[config.mk]
export PLATFORM = sky130hd
export DESIGN_NAME = ptom_fifo
export DESIGN_NICKNAME = d
export VERILOG_FILES = /design/src/sv/ptom_pkg.sv /design/src/sv/ptom_fifo.sv
export SDC_FILE = /design/constraint.sdc
export NUM_CORES = 1
export LEC_CHECK = 0
export ABC_AREA = 1
export BUFFER_PORTS_ARGS = -buffer_cell sky130_fd_sc_hd__buf_2
export CELL_PAD_IN_SITES_DETAIL_PLACEMENT = 1
export CELL_PAD_IN_SITES_GLOBAL_PLACEMENT = 2
export CORE_MARGIN = 1.5
export CORE_UTILIZATION = 30
export DETAILED_ROUTE_END_ITERATION = 16
export PLACE_DENSITY = 0.65
export SLEW_MARGIN = 40
export SYNTH_ARGS = -nofsm -noshare
export SYNTH_HDL_FRONTEND = slang
export SYNTH_SLANG_ARGS = --single-unit
[constraint.sdc]
create_clock -name clk -period 14.35 [get_ports clk]
set_clock_uncertainty 0.2 [all_clocks]
set_input_delay 1.435 -clock clk [delete_from_list [all_inputs] [get_ports clk]]
set_output_delay 1.435 -clock clk [all_outputs]
set_load 0.005 [all_outputs]
[src/sv/ptom_pkg.sv]
`timescale 1ns / 1ps
// Shared constants, status codes and the queued order type of the matcher.
package ptom_pkg;

  localparam int BOOK_DEPTH  = 32;
  localparam int SLOTS       = 2 * BOOK_DEPTH;
  localparam int SEEN_DEPTH  = 1024;
  localparam int QUEUE_DEPTH = 2;

  localparam int SLOT_W  = $clog2(SLOTS);
  localparam int SCAN_W  = $clog2(SLOTS + 1);
  localparam int SEEN_AW = $clog2(SEEN_DEPTH);
  localparam int SEEN_CW = $clog2(SEEN_DEPTH + 1);

  localparam logic [1:0] CMD_LIMIT  = 2'd0;
  localparam logic [1:0] CMD_CANCEL = 2'd2;

  localparam logic SIDE_BUY = 1'b0;

  localparam logic [2:0] ST_TRADE     = 3'd0;
  localparam logic [2:0] ST_RESTED    = 3'd1;
  localparam logic [2:0] ST_DONE      = 3'd2;
  localparam logic [2:0] ST_DUPLICATE = 3'd3;
  localparam logic [2:0] ST_REJECT    = 3'd4;
  localparam logic [2:0] ST_CANCELLED = 3'd5;
  localparam logic [2:0] ST_MISS      = 3'd6;
  localparam logic [2:0] ST_FULL      = 3'd7;

  typedef struct packed {
    logic        dup;
    logic [1:0]  cmd;
    logic        side;
    logic [15:0] instrument;
    logic [15:0] client;
    logic [63:0] seq;
    logic [31:0] price;
    logic [31:0] qty;
    logic [63:0] target;
  } order_t;

endpackage

[src/sv/ptom_fifo.sv]
`timescale 1ns / 1ps
// Short queue of classified orders between the front and back ends.
module ptom_fifo import ptom_pkg::*; (
  input  logic   clk,
  input  logic   rst,
  input  logic   push_valid,
  output logic   push_ready,
  input  order_t push_data,
  output logic   pop_valid,
  input  logic   pop_ready,
  output order_t pop_data
);

  localparam int PW = $clog2(QUEUE_DEPTH);
  localparam int CW = $clog2(QUEUE_DEPTH + 1);

  order_t          ent [QUEUE_DEPTH];
  logic [PW-1:0]   wp;
  logic [PW-1:0]   rp;
  logic [CW-1:0]   count;
  logic            do_push;
  logic            do_pop;

  assign push_ready = count != CW'(QUEUE_DEPTH);
  assign pop_valid  = count != '0;
  assign pop_data   = ent[rp];
  assign do_push    = push_valid && push_ready;
  assign do_pop     = pop_valid && pop_ready;

  always_ff @(posedge clk) begin
    if (do_push) ent[wp] <= push_data;
  end

  always_ff @(posedge clk) begin
    if (rst) begin
      wp    <= '0;
      rp    <= '0;
      count <= '0;
    end else begin
      if (do_push) wp <= (wp == PW'(QUEUE_DEPTH - 1)) ? '0 : wp + 1'b1;
      if (do_pop)  rp <= (rp == PW'(QUEUE_DEPTH - 1)) ? '0 : rp + 1'b1;
      if (do_push && !do_pop)      count <= count + 1'b1;
      else if (do_pop && !do_push) count <= count - 1'b1;
    end
  end

endmodule

==> reports/results.txt, run 1 <==
Run status - finished clean
Setup TNS - 0 ps
Worst-skew pair later-pin latency - 570 ps
Fmax - 196 MHz
Fraction of layout cells with a size suffix above 1 - 0.595
I/O pin count - 462
Clock tree buffer depth - 3
First-pass GRT wire length - 57.9 mm
Final setup violation count - 0
Die Y-Extent - 239 um
CTS clock-pin slew for the worst setup and hold paths - 60 ps
Commonest non-fill, non-tap cells in the layout - buf_2 (461), edfxtp_1 (456), mux2_2 (228)
Sink Count - 461
Leakage - 0.00781 uW
Core ar. - 0.0552 mm^2
Crit Path Class - reg2out
Final ANT Viol Nets - 0
Syn nets - 979
Internal reg-to-reg setup slack - 11,010 ps
Internal - 2710 uW
Maxcap violations - 0
Peak supply drop - 98.1 uV
Routed vias - 8,668
Routed vias/inst - 4.27
# Post-CTS Setup Buffers - 0
Area grow syn2layout - 27.2%
Floorplan row count - 86
Wire length per cell - 19.6 um
Slew at the pin closest to its max-slew limit - 776 ps
Flop pwr share - 0.484
Mapped cell area - 0.0168 mm^2
Number of buffers created by CTS - 50
H-tree lvl count - 2
P_sw - 925 uW
Most common cell after layout, fill and taps aside - buf_2
Clock power share - 0.319
Final Util - 0.387
Pre-antenna DRT Iters - 4
Syn avg cell area - 22.5 um^2
Largest net degree at the start of global routing - 140
Sequential area share after synthesis - 0.822
Pwr Total - 3640 uW
GRT overflow - 0
Die ar. - 0.0574 mm^2
CP endpoint kind - primary output
Starting DRT DRC Count - 319
Max Fanout on Critical Path - 61
Die X - 239 um
Comb power frac - 0.197
Final Cycle Share - 0.355
Synthesized flop and latch total - 461
Hpwl dp - 27.1 mm
Post-route cell area - 0.0213 mm^2
Worst setup SP type - register
Antenna violations before repair - 14
CTS resizes - 0
Sw frac - 0.254
Clk Tree Root Cell - clkbuf_16
RSZ-0062 raised after global routing - false
DRT Wirelength - 39.8 mm
CP required - 12,720 ps
CTS tree - yes
# hold bufs at CTS - 0
Initial Utilization - 0.304
Fin crit period - 5100 ps
Arr. time, crit path - 3460 ps
Drt drc - 0
Placed standard-cell area - 0.0199 mm^2
Hold WC Path Type - reg2reg
Pwr dens - 170 mW/mm^2
Vias in the first global route - 9,289
NumNets Final - 1,477
Synth warnings - 0
Distinct cells, synth - 13
GP Congestion - 0.760
Worst slew margin - 0.483
Total GRT Usage - 0.135
Hold Fails Final Rpt - 0
Buffers on Ports - 461
Post-Synthesis Cells - 746
Slew Viols, Final - 0
Hold Slack - 297 ps
[cell usage after synthesis]
cell | instances | area (um^2)
edfxtp_1 | 456 | 13700
inv_1 | 8 | 30.0
nand4_1 | 1 | 6.26
a21oi_1 | 2 | 10.0
dfxtp_1 | 5 | 100
mux2_2 | 228 | 2570
ha_1 | 1 | 12.5
buf_4 | 1 | 7.51
nand2_1 | 9 | 33.8
buf_6 | 24 | 270
o21ai_0 | 2 | 10.0
nor2_1 | 7 | 26.3
nand3_1 | 2 | 10.0
[cell families (layout without fill, tap and decap cells)]
group / Yosys count / after routing / synth area share
other: 0 / 3 / 0
and+or+nand+nor: 19 / 19 / 0.00455
muxes: 228 / 228 / 0.153
buffers and inverters: 33 / 567 / 0.0183
AOI/OAI and AO/OA: 4 / 4 / 0.00119
DFF: 461 / 461 / 0.822
adders and majority gates: 1 / 1 / 0.000746
[critical path: stages (launching register included)]
cell,delay [ps]
dfxtp_4,820
buf_4,690
buf_4,730
mux2_2,410
buf_2,130
[final cells by class]
class                      instances  area (um^2)
antenna                            3         7.51
clock buffer                      66         1330
clock inverter                    22          124
fill                            5559        33900
inverter                           8         30.0
multi-input combinational        252         2690
sequential                       461        13800
tap                              748          936
timing repair buffer             471         2430
[per-layer routing]
metal	wire length, um	share of wire	vias up	GRT usage
met1	15200	0.38	4298	0.158
li1	-	-	3957	-
met5	144	0.0036	-	0
met2	19800	0.50	311	0.227
met3	3740	0.094	80	0.0565
met4	854	0.021	22	0.0399
[path summary, 6_finish.rpt]
path,cells past startpoint,to,startpoint
hold reg to reg,2,rp$_SDFFE_PP0P_,rp$_SDFFE_PP0P_
setup / recovery,4,pop_data[126],register
setup reg to reg,7,ent[0][45]$_DFFE_PP_,count[0]$_SDFFE_PP0P_
hold / removal,2,rp$_SDFFE_PP0P_,rp$_SDFFE_PP0P_
[stage by stage]
step / std cells / setup slack (ps)
2_1_floorplan: 746 / 2360
3_3_place_gp: 1939 / 9840
3_5_place_dp: 1939 / 9770
4_1_cts: 2027 / 9140
5_1_grt: 2031 / 9000
6_report: 2031 / 9250
[flip-flops by register name, indices dropped and copies added (netlist names), named ones only]
register,cells
wp,1
count,2
ent,456
rp,1
[power by group through the flow]
stage	clock (uW)	combinational (uW)	sequential, uW
5_1_grt	1250	784	1780
2_1_floorplan	0	434	1830
3_3_place_gp	0	725	1790
3_5_place_dp	0	731	1790
6_report	1160	717	1760
4_1_cts	1200	736	1770
(Power assumes the default switching activity.)
==> run 2: changes to the inputs <==
==> constraint.sdc (replaced) <==
create_clock -name clk -period 4.84 [get_ports clk]
set_clock_uncertainty 0.2 [all_clocks]
set_input_delay 0.484 -clock clk [delete_from_list [all_inputs] [get_ports clk]]
set_output_delay 0.484 -clock clk [all_outputs]
set_load 0.005 [all_outputs]
==> reports/results.txt, run 2 (synthesis gave the netlist of run 1 again) <==
Run status - finished clean
Fin crit period - 3100 ps
First-pass GRT wire length - 62.5 mm
Fraction of layout cells with a size suffix above 1 - 0.510
Floorplan row count - 86
Worst-skew pair later-pin latency - 550 ps
Die X - 239 um
Most flop-heavy register - ent
Top Registers - ent: 456 flops, count: 2 flops
CTS resizes - 0
GRT overflow - 0
Slew Viols, Final - 0
Hold WC Path Type - in2reg
H-tree lvl count - 2
Non-filler cells, final - 2,268
Layout fillers - 5,485
Starting DRT DRC Count - 324
Routed vias/inst - 4.22
Most used routing layer - met2
Worst setup SP type - register
Pre-antenna DRT Iters - 4
Peak supply drop - 334 uV
Placed standard-cell area - 0.0200 mm^2
Met2 Use GR - 0.259
Fmax - 323 MHz
Routed vias - 9,582
Number of buffers created by CTS - 51
Slew at the pin closest to its max-slew limit - 624 ps
CP endpoint kind - primary output
Wire length per cell - 18.5 um
Commonest non-fill, non-tap cells in the layout - buf_2 (461), edfxtp_1 (456), dlygate4sd3_1 (229)
Total GRT Usage - 0.143
Sink Count - 461
Number of flip-flops in the largest register - 456
Met3 GRT Util - 0.0514
Buffers on Ports - 461
Pwr dens - 468 mW/mm^2
Crit Path Class - reg2out
Clock tree buffer depth - 3
NumNets Final - 1,717
Dpl cells - 1,949
Core ar. - 0.0552 mm^2
Antenna violations before repair - 3
Final setup violation count - 0
CP required - 4160 ps
CTS clock-pin slew for the worst setup and hold paths - 60 ps
Largest net degree at the start of global routing - 89
GP Congestion - 0.747
Pwr Total - 11,200 uW
Die Y-Extent - 239 um
Area grow syn2layout - 42.4%
Max Fanout on Critical Path - 36
Worst slew margin - 0.584
Vias in the first global route - 10.7k
Maxcap violations - 0
Leakage - 0.00888 uW
# hold bufs at CTS - 229
Hold Fails Final Rpt - 0
Post-route cell area - 0.0239 mm^2
Drt drc - 0
Final ANT Viol Nets - 0
# Post-CTS Setup Buffers - 0
DRT Wirelength - 42.0 mm
FF/Latch Area - 0.0138 mm^2
Final Cycle Share - 0.640
Most common cell after layout, fill and taps aside - buf_2
Clk Tree Root Cell - clkbuf_16
Initial Utilization - 0.304
RSZ-0062 raised after global routing - false
I/O pin count - 462
Arr. time, crit path - 2410 ps
CTS tree - yes
Area of the multi-input gates - 0.00269 mm^2
Met1 Use GR - 0.157
Hpwl dp - 27.2 mm
Die ar. - 0.0574 mm^2
run 2: cell count changes in the layout (fill, tap and decap cells not counted), sizes merged, moves of 2 or more:
cell,before,now
clkbuf,66,72
dlygate4sd3,0,229
buf,471,481
diode,3,1
clkinv,19,14
run 2: final timing paths:
check,startpoint,endpoint,slack (ps),cells after the start
max,register,pop_data[108],1740,4
min,pop_ready,register,50,3
max reg2reg,count[0]$_SDFFE_PP0P_,ent[0][199]$_DFFE_PP_,2680,7
min reg2reg,rp$_SDFFE_PP0P_,register,320,2
run 2: cell type report:
| type | count | share of cell area |
|---|---|---|
| flip-flops and latches | 461 | 0.577 |
| repair buffers | 710 | 0.205 |
| multi-input cells | 252 | 0.113 |
| clock buffers | 72 | 0.0585 |
| well taps | 748 | 0.0392 |
| clock inverters | 16 | 0.00539 |
| inverters | 8 | 0.00126 |
| diodes | 1 | 0.000105 |
run 2: power by group:
group	total (uW)	switching, uW	internal, uW
combinational	2430	1220	1220
clock	3570	1470	2100
sequential	5190	142	5040
run 2: metal layers:
metal  vias up  share of wire
li1       4447              -
met1      4781           0.37
met2       288           0.53
met3        62          0.083
met4         4          0.020
met5         -        0.00072
run 2: worst max-delay path: stages, from the launching register on:
cell	delay (ps)
dfxtp_4	640
buf_12	300
buf_4	390
mux2_2	390
buf_2	130
run 2: per-stage QoR:
| stage | util | worst slack (ps) | hold WS, ps | TNS (ps) |
|---|---|---|---|---|
| floorplan | - | -2350 | 265 | -1072850 |
| global placement | 0.362 | 2020 | 281 | 0 |
| detailed placement | 0.363 | 2190 | 317 | 0 |
| CTS | 0.432 | 1630 | 3.59 | 0 |
| global route | 0.433 | 1550 | 66.0 | 0 |
| finish | 0.433 | 1740 | 49.0 | 0 |
